**src/hdl/bf_pkg.sv**
```systemverilog
// Shared types and constants for the shortest path block.
`timescale 1ns / 1ps
`default_nettype none

package bf_pkg;

    // Node count register and node field widths are fixed by the interface.
    localparam int NODE_CW = 7;
    localparam int NODE_FW = 6;
    localparam int WEIGHT_W = 16;

    // Packed edge word: source, target, weight.
    localparam int EDGE_W = 2 * NODE_FW + WEIGHT_W;
    localparam int SRC_LSB = NODE_FW + WEIGHT_W;
    localparam int DST_LSB = WEIGHT_W;

    // Distance entry: valid bit on top of a 32-bit signed distance.
    localparam int DIST_VW = 32;
    localparam int DIST_W = DIST_VW + 1;
    localparam logic [DIST_VW-1:0] DIST_MAX = 32'h7fff_ffff;
    localparam logic [DIST_VW-1:0] DIST_MIN = 32'h8000_0000;

    typedef enum logic [2:0] {
        S_LOAD,
        S_INIT,
        S_FETCH,
        S_DREAD,
        S_UPDATE,
        S_ORD,
        S_OLOAD,
        S_SEND
    } state_t;

    typedef struct packed {
        logic                 relax;
        logic [DIST_VW-1:0]   cand;
    } relax_t;

endpackage

`default_nettype wire

```
**src/hdl/bf_relax.sv**
```systemverilog
// Relaxation of one edge: saturating candidate distance and improvement test.
`timescale 1ns / 1ps
`default_nettype none

module bf_relax
    import bf_pkg::*;
(
    input  wire logic [EDGE_W-1:0]  edge_word,
    input  wire logic [DIST_W-1:0]  dist_src,
    input  wire logic [DIST_W-1:0]  dist_dst,
    input  wire logic [NODE_CW-1:0] nodes,
    output relax_t                  result
);

    logic [NODE_FW-1:0]  src;
    logic [NODE_FW-1:0]  dst;
    logic [WEIGHT_W-1:0] w;
    logic [DIST_VW:0]    sum;
    logic [DIST_VW-1:0]  cand;
    logic                skip;

    always_comb
    begin
        src = edge_word[SRC_LSB +: NODE_FW];
        dst = edge_word[DST_LSB +: NODE_FW];
        w = edge_word[WEIGHT_W-1:0];
        sum = {dist_src[DIST_VW-1], dist_src[DIST_VW-1:0]}
            + {{(DIST_VW + 1 - WEIGHT_W){w[WEIGHT_W-1]}}, w};
        // The top two bits disagree only when the 32-bit range is left.
        if (sum[DIST_VW] != sum[DIST_VW-1])
        begin
            cand = sum[DIST_VW] ? DIST_MIN : DIST_MAX;
        end
        else
        begin
            cand = sum[DIST_VW-1:0];
        end
        skip = ({1'b0, src} >= nodes) || ({1'b0, dst} >= nodes) || !dist_src[DIST_VW];
        result.cand = cand;
        result.relax = !skip && (!dist_dst[DIST_VW]
            || ($signed(cand) < $signed(dist_dst[DIST_VW-1:0])));
    end

endmodule

`default_nettype wire

```
**config.mk**
```make
export PLATFORM = sky130hd
export DESIGN_NAME = bf_relax
export DESIGN_NICKNAME = d
export VERILOG_FILES = /design/src/hdl/bf_pkg.sv /design/src/hdl/bf_relax.sv
export SDC_FILE = /design/constraint.sdc
export NUM_CORES = 1
export LEC_CHECK = 0
export ABC_AREA = 1
export BUFFER_PORTS_ARGS = -buffer_cell sky130_fd_sc_hd__clkbuf_2
export CELL_PAD_IN_SITES_DETAIL_PLACEMENT = 2
export CELL_PAD_IN_SITES_GLOBAL_PLACEMENT = 2
export CORE_MARGIN = 8
export CORE_UTILIZATION = 27
export DETAILED_ROUTE_END_ITERATION = 10
export PLACE_DENSITY_LB_ADDON = 0.1
export SETUP_SLACK_MARGIN = 0.5
export SLEW_MARGIN = 20
export SYNTH_ARGS = -nofsm -noshare
export SYNTH_HDL_FRONTEND = slang
export SYNTH_SLANG_ARGS = --single-unit
```
**constraint.sdc**
```tcl
create_clock -name vclk -period 10.67
set_clock_uncertainty 0.2 [all_clocks]
set_input_delay 2.134 -clock vclk [all_inputs]
set_output_delay 2.134 -clock vclk [all_outputs]
set_load 0.01 [all_outputs]
```
==> results.md <==
- Status: finished clean
- WL per Instance: 15.56 µm
- Setup crit start kind: input port
- RD Place Congestion: 0.7925
- Hold depth: 5
- Combinational fraction of design power: 100.0%
- Max Cap Viol: 0
- Row Count: 39
- Postcts setup bufs: 0
- Clk pwr share: 0%
- Final worst slack: 1685 ps
- Vias in the first global route: 4235
- Layout cells sized above 1: about 27%
- Hold buffers post-CTS: 0
- Largest net degree at the start of global routing: 31
- Yosys top cell area share: 30.01%
- Filler cells: 1486
- Most frequent cell after synthesis: nand2_1
- Setup WS pre-CTS: 1586 ps
- Synth cell types: 42
- Die H: 122.9 µm
- Ys Warns: 0
- First-pass GRT wire length: 19.69 mm
- Synth top cells by count: 136 x nand2_1, 84 x inv_1, 74 x ha_1, 58 x a21oi_1, 25 x nor2_1
- Final hold viol count: 0
- Most used cell along the critical path: nand2_1
- Min Clock Period, post-route: 8985 ps
- CP max stage cell: nand3_1
- Final Max Tran Viols: 0
- Hold Path Sink: result[32]
- Critical path's top delay family: simple AND/OR/NAND/NOR gates
- Initial Util: between 20% and 30%
- 1st-pass router iterations: 4
- Top cells by area, synth: ha_1 30%, nand2_1 17%, inv_1 10%
- Sw Pwr: 214.7 µW
- Setup CP Type: input port to primary output
- CP max FO: 22
- Hold Crit Start: dist_dst[32]
- Vias: 3765
- CP Capture Type: primary output
- Slew headroom: 35.33%
- Die X: roughly 120 µm
- Vias per cell: 4.821
- Initial antenna violation count: 0
- Mapped Cells: roughly 500
- Die ar.: 0.01510 mm²
- Worst Tran Pin Value: 969.0 ps
- Seq Cell Count: 0
- P_int: between 100 and 150 µW
- Cell Pwr Density: 89.66 mW/mm²
- Sequential area share after synthesis: 0%
- Number of buffers and inverters on the critical path: 6
- TNS Setup: 0 ps
- Core box area: 0.01127 mm²
- Worst path required time: 8340 ps
- Total grt overflow: 0
- Synthesized area: around 0.003 mm²
- Hpwl dp: 11.39 mm
- Worst EP arrival: 6650 ps
- Mapped Nets: approximately 690
- Number of I/O pins: approximately 130
- HP Class: input port to primary output
- RSZ-0062 raised after global routing: no
- P_leak: 0.002363 µW
- Area growth from synthesis to layout: 26.80%
- DRC viols: 0
- CP max stage delay: 640 ps
- Ant diodes: 0
- Number of nets in the layout: ~800
- Fmax: 0.1113 GHz
- Final worst-path cycle share: between 80% and 90%
- Register area: 0 µm²
- Initial DRC count: 79
- Sequential Power Share: 0%
- Clock buf count: 0
- All-Layer GR Usage: 15.61%
- Synth area leader: ha_1
- Routed wire length: ~12 mm
- Synth Area per Inst: 6.050 µm²
- Switch share: 61.20%
- Max IR drop VDD: 0.04430 mV
- Post-route ant nets: 0
- Setup Viol. Count Final: 0
- Post-CTS sizing: 0
- I/O Buffers: 134
power groups by stage:
stage,logic [µW],clock network (µW),registers (µW)
3_3_place_gp,343,0,0
5_1_grt,398,0,0
2_1_floorplan,226,0,0
4_1_cts,360,0,0
6_report,351,0,0
3_5_place_dp,357,0,0
through the flow:
stage | instances | power, µW | hold WS, ps | util (%) | instance area [µm²]
floorplan | 510 | 226.1 | 4226 | - | 3085
global placement | 781 | 342.9 | 4427 | 34.71 | 3913
detailed placement | 781 | 357.3 | 4430 | 34.71 | 3913
CTS | 781 | 359.9 | 4431 | 34.71 | 3913
global route | 781 | 398.4 | 4456 | 34.71 | 3913
finish | 781 | 350.8 | 4417 | 34.71 | 3913
cell usage in the layout, fill, tap and decap left out, types with 5 or more instances in the layout:
master,Yosys,layout
a21oi_1,58,58
a31oi_1,8,8
clkbuf_2,0,134
ha_1,74,74
inv_1,84,84
inv_2,10,10
nand2_1,136,136
nand2_2,9,9
nand3_1,13,13
nor2_1,25,25
o21a_1,6,6
o21ai_0,5,5
o21bai_1,5,5
xnor2_1,17,17
xor2_1,10,10
routing by layer:
metal / up-vias / track usage (%) / wire, µm
li1: 1927 / - / -
met1: 1760 / 17.91 / 5117
met2: 76 / 30.75 / 6272
met3: 2 / 2.603 / 726
met4: 0 / 0.4570 / 35
met5: - / 0 / 0
worst max-delay path by stage:
stage                  startpoint    endpoint  slack, ps  cells past startpoint
floorplan            edge_word[0]  result[32]       2830                     27
global placement    edge_word[15]  result[32]       1850                     26
detailed placement  edge_word[15]  result[32]       1590                     29
CTS                 edge_word[15]  result[32]       1580                     29
global route        edge_word[15]  result[32]       1050                     29
finish              edge_word[15]  result[32]       1680                     29
kinds of logic (layout without fill, tap and decap cells):
family	after synthesis	after routing	share of synthesized area, %
buf+inv	100	228	12.17
compound gates	104	104	20.76
xor+xnor	27	27	7.664
simple gates	204	204	28.75
fa+ha+maj	75	75	30.66
final cells by class:
class,instances,area (µm²),share of cell area [%]
inverter,94,352.8,9.018
timing repair buffer,134,670.6,17.14
multi-input combinational,410,2710,69.27
tap,143,178.9,4.573
Note: power is estimated with default switching activity, not from simulation.
