==> config.mk <==
export PLATFORM = sky130hd
export DESIGN_NAME = bf_dist_mem
export DESIGN_NICKNAME = d
export VERILOG_FILES = /design/src/hdl/bf_pkg.sv /design/src/hdl/bf_dist_mem.sv
export SDC_FILE = /design/constraint.sdc
export NUM_CORES = 2
export LEC_CHECK = 0
export BUFFER_PORTS_ARGS = -buffer_cell sky130_fd_sc_hd__buf_2
export CAP_MARGIN = 20
export CELL_PAD_IN_SITES_DETAIL_PLACEMENT = 2
export CELL_PAD_IN_SITES_GLOBAL_PLACEMENT = 2
export CORE_MARGIN = 2
export CORE_UTILIZATION = 54
export DETAILED_ROUTE_END_ITERATION = 8
export PLACE_DENSITY_LB_ADDON = 0.1
export SLEW_MARGIN = 10
export SYNTH_ARGS = -nofsm -noshare
export SYNTH_HDL_FRONTEND = slang
export SYNTH_SLANG_ARGS = --single-unit
==> constraint.sdc <==
create_clock -name clk -period 8 [get_ports clk]
set_clock_uncertainty 0.2 [all_clocks]
set_input_delay 0.8 -clock clk [delete_from_list [all_inputs] [get_ports clk]]
set_output_delay 0.8 -clock clk [all_outputs]
set_load 0.005 [all_outputs]
==> src/hdl/bf_pkg.sv <==
// Shared types and constants for the shortest path block.
`timescale 1ns / 1ps
`default_nettype none

package bf_pkg;

    // Node count register and node field widths are fixed by the interface.
    localparam int NODE_CW = 7;
    localparam int NODE_FW = 6;
    localparam int WEIGHT_W = 16;

    // Packed edge word: source, target, weight.
    localparam int EDGE_W = 2 * NODE_FW + WEIGHT_W;
    localparam int SRC_LSB = NODE_FW + WEIGHT_W;
    localparam int DST_LSB = WEIGHT_W;

    // Distance entry: valid bit on top of a 32-bit signed distance.
    localparam int DIST_VW = 32;
    localparam int DIST_W = DIST_VW + 1;
    localparam logic [DIST_VW-1:0] DIST_MAX = 32'h7fff_ffff;
    localparam logic [DIST_VW-1:0] DIST_MIN = 32'h8000_0000;

    typedef enum logic [2:0] {
        S_LOAD,
        S_INIT,
        S_FETCH,
        S_DREAD,
        S_UPDATE,
        S_ORD,
        S_OLOAD,
        S_SEND
    } state_t;

    typedef struct packed {
        logic                 relax;
        logic [DIST_VW-1:0]   cand;
    } relax_t;

endpackage

`default_nettype wire

==> src/hdl/bf_dist_mem.sv <==
// Distance store: one write port, two registered read ports.
`timescale 1ns / 1ps
`default_nettype none

module bf_dist_mem
    import bf_pkg::*;
#(
    parameter int DEPTH = 64,
    parameter int AW = 6
)
(
    input  wire logic              clk,
    input  wire logic              wr_en,
    input  wire logic [AW-1:0]     wr_addr,
    input  wire logic [DIST_W-1:0] wr_data,
    input  wire logic [AW-1:0]     rd_addr_a,
    input  wire logic [AW-1:0]     rd_addr_b,
    output logic      [DIST_W-1:0] rd_data_a,
    output logic      [DIST_W-1:0] rd_data_b
);

    logic [DIST_W-1:0] mem [DEPTH];

    always_ff @(posedge clk)
    begin
        if (wr_en)
        begin
            mem[wr_addr] <= wr_data;
        end
        rd_data_a <= mem[rd_addr_a];
        rd_data_b <= mem[rd_addr_b];
    end

endmodule

`default_nettype wire

==> qor.csv <==
stage;metric;value;unit
status;status;complete, but fails checks;
status;violations;capacitance limit, slew limit;
sta;finalMaxSlewViolations;1;
yosys;synthCells;4856;
placed_design;dpl.hpwl;234000;um
routing;drt_iter0_markers;12000;
power_and_ir_drop;power_density;238;nW/um^2
clock_tree;cts_max_level;4;
sta;max_freq;218;MHz
power_and_ir_drop;irDropWorstVdd;0.000229;V
routing;antenna_left;0;
sta;worstMarginPinSlew;1.47;ns
setup_path;r2r_slack;4.46;ns
yosys;yosysSeqAreaShare;66.1;%
yosys;syn_area;97900;um^2
yosys;synth_common_cells;edfxtp_1, mux4_2, mux2i_1;
routing;met1Wirelength;136000;um
setup_path;r2r.worst_path.cells;5;
setup_path;crit_end;rd_data_a[15];
yosys;ys_ff_latch;2178;
sta;fin_crit_sh;57.4;%
finish;stdcell_count;7639;
routing;drc;0;
yosys;avgSynthCellArea;20.2;um^2
placed_design;port_buffers;118;
clock_tree;holdBufCountCts;0;
sta;period_needed;4.60;ns
floorplanning;start_util;54.2;%
setup_path;crit_path_start_kind;input pin;
global_routing;grt_pass1_vias;65700;
finish;nNetsFinal;5089;
power_and_ir_drop;p_leak;34.4;nW
yosys;yosys.area.top_type_share;64.8;%
flow_run;drv_cap;1;
routing;routed_wirelength;423000;um
yosys;async_reset_ff_share;0;%
clock_tree;clock-sinks;2178;
clock_tree;post_cts_buffers;0;
sta;setup_viol;0;
clock_tree;cts_tree;done;
floorplanning;dieArea;185000;um^2
floorplanning;die_h;430;um
placed_design;place_congestion;0.859;
setup_path;timing.rr.start;mem[24][15];
clock_tree;ctsResizeCount;0;
routing;wl_per_cell;55.4;um
yosys;syn_nets;4909;
global_routing;antenna_found_initial;36;
global_routing;grt-ovfl-total;0;
yosys;synth_warnings;0;
setup_path;crit_arrival;5.01;ns
sta;rsz0062_at_grt;false;
floorplanning;core_area;181000;um^2
clock_tree;cts_buffers;224;
yosys;synth_edf_count;2112;
yosys;ys_types;47;
routing;avgViaCountPerCell;8.30;
clock_tree;cts_root_buffer;clkbuf_16;
finish;num-fill-cells;14000;
setup_path;timing.rr.end;rd_data_a[15];
setup_path;path_max_fanout;57;
placed_design;placedCellCount;7166;
global_routing;grt_pass1_wl;576000;um
setup_path;worst-setup-path-type;input pin to register;
sta;finalSetupTns;0;ns
sta;finalHoldViolCount;0;
routing;maxUsedRoutingLayer;met5;
setup_path;crit_start;rd_addr_a[1];
setup_path;crit_path_end_kind;register;
clock_tree;path_clk_slew;0.07;ns
finish;drive_above_1_share;34.4;%
floorplanning;rows;156;
yosys;yosysMostFrequentCell;edfxtp_1;
clock_tree;clock_path_buffers;3;
routing;first_pass_iters;7;
floorplanning;die_w;430;um
routing;dr_wl_met2;192000;um
routing;met3_length;59900;um
floorplanning;num_io_pins;119;
yosys;synth-main-ff-cell;edfxtp_1;
sta;slew_headroom;-0.805;%
yosys;synth_area_leaders;edfxtp_1, mux4_2, mux2i_1;
routing;vias;63400;
global_routing;grt_usage;46.1;%
global_routing;grt_max_degree;113;
setup_path;critPathRequiredTime;8.41;ns
finish;syn_to_final_growth;12.2;%
min_path;hold_path.class;input pin to register;
yosys;yosysTopAreaCell;edfxtp_1;
clock_tree;clock_latency;0.90;ns
==> layout make-up <==
class                   count  area (um^2)  share of cell area, %
diodes                     34         85.1                 0.0774
flip-flops and latches   2178        64700                   58.9
clock buffers             308         6260                   5.69
repair buffers            347         2730                   2.48
multi-input cells        2285        31900                   29.1
well taps                2370         2970                   2.70
clock inverters           117         1160                   1.06
==> cells in the final DEF, fill, tap and decap left out, types with 21 or more instances in the layout <==
cell type / instances
buf_2: 107
clkbuf_16: 228
nor2_1: 46
diode_2: 34
dfxtp_1: 66
clkbuf_8: 25
nor4_1: 23
clkbuf_1: 55
nor2_4: 63
mux4_2: 970
nand2_1: 34
nand3_1: 22
mux2_2: 39
o21ai_0: 35
mux2i_1: 215
a221oi_1: 43
nor2b_1: 66
buf_12: 25
edfxtp_1: 2112
o22a_1: 22
nor3_1: 44
clkinv_1: 40
a22oi_1: 132
nand4_1: 23
nand2b_1: 24
a22o_1: 30
a211oi_1: 56
o22ai_1: 207
buf_4: 205
clkinv_2: 42
bufinv_16: 21
o221ai_1: 32
a21oi_1: 43
==> metal layers <==
metal | GRT usage, % | vias up
met1 | 58.0 | 33600
met3 | 14.2 | 1591
met2 | 68.7 | 6475
li1 | - | 21700
met5 | 0.494 | -
met4 | 32.4 | 24
==> power by group <==
group | internal, W | total (W) | switching [W]
logic | 0.000792 | 0.00231 | 0.00152
registers | 0.0126 | 0.0128 | 0.000138
clock network | 0.00613 | 0.0110 | 0.00490
total | 0.0196 | 0.0261 | 0.00656
==> worst max-delay path, cell delays in order <==
cell and delay (ns):
buf_8 0.49, buf_4 0.68, nand2b_1 0.73, o22ai_1 0.33
nor4_1 0.12, a2111oi_0 1.28, a221oi_1 0.47
==> how the worst min path moves through the flow <==
stage	from	end	slack, ns	cells past startpoint
final	wr_data[32]	mem[1][32]	0.14	1
after global routing	wr_data[32]	mem[1][32]	0.13	1
after CTS	rd_addr_a[5]	rd_data_a[7]	0.24	2
after detailed placement	mem[23][31]	rd_data_b[31]	0.69	4
after global placement	mem[22][31]	rd_data_b[31]	0.65	4
after floorplan	mem[20][31]	rd_data_b[31]	0.59	4
==> flip-flops by register name, indices dropped and copies added, names as in the netlist <==
name       flops
rd_data_b     33
mem         2112
rd_data_a     33
==> through the flow <==
step | instance area, um^2 | util [%] | setup WS (ns) | hold slack (ns) | total power, W
floorplan | 97900 | - | 3.74 | 0.593 | 0.0141
global placement | 102000 | 56.5 | 2.56 | 0.649 | 0.0150
detailed placement | 102000 | 56.5 | 2.83 | 0.685 | 0.0151
CTS | 110000 | 60.7 | 3.68 | 0.237 | 0.0260
global route | 110000 | 60.8 | 3.51 | 0.134 | 0.0264
finish | 110000 | 60.9 | 3.40 | 0.144 | 0.0261
==> cells by family (layout without fill, tap and decap cells) <==
logic type             after synthesis  in the layout  synth area share, %
AND/OR/NAND/NOR                    406            406                 2.22
other                                0             34                    0
AO/OA/AOI/OAI                      655            655                 4.74
buffers and inverters              393            772                 1.96
flip-flops                        2178           2178                 66.1
multiplexers                      1224           1224                 25.0
Note: power is estimated with default switching activity, not from simulation.
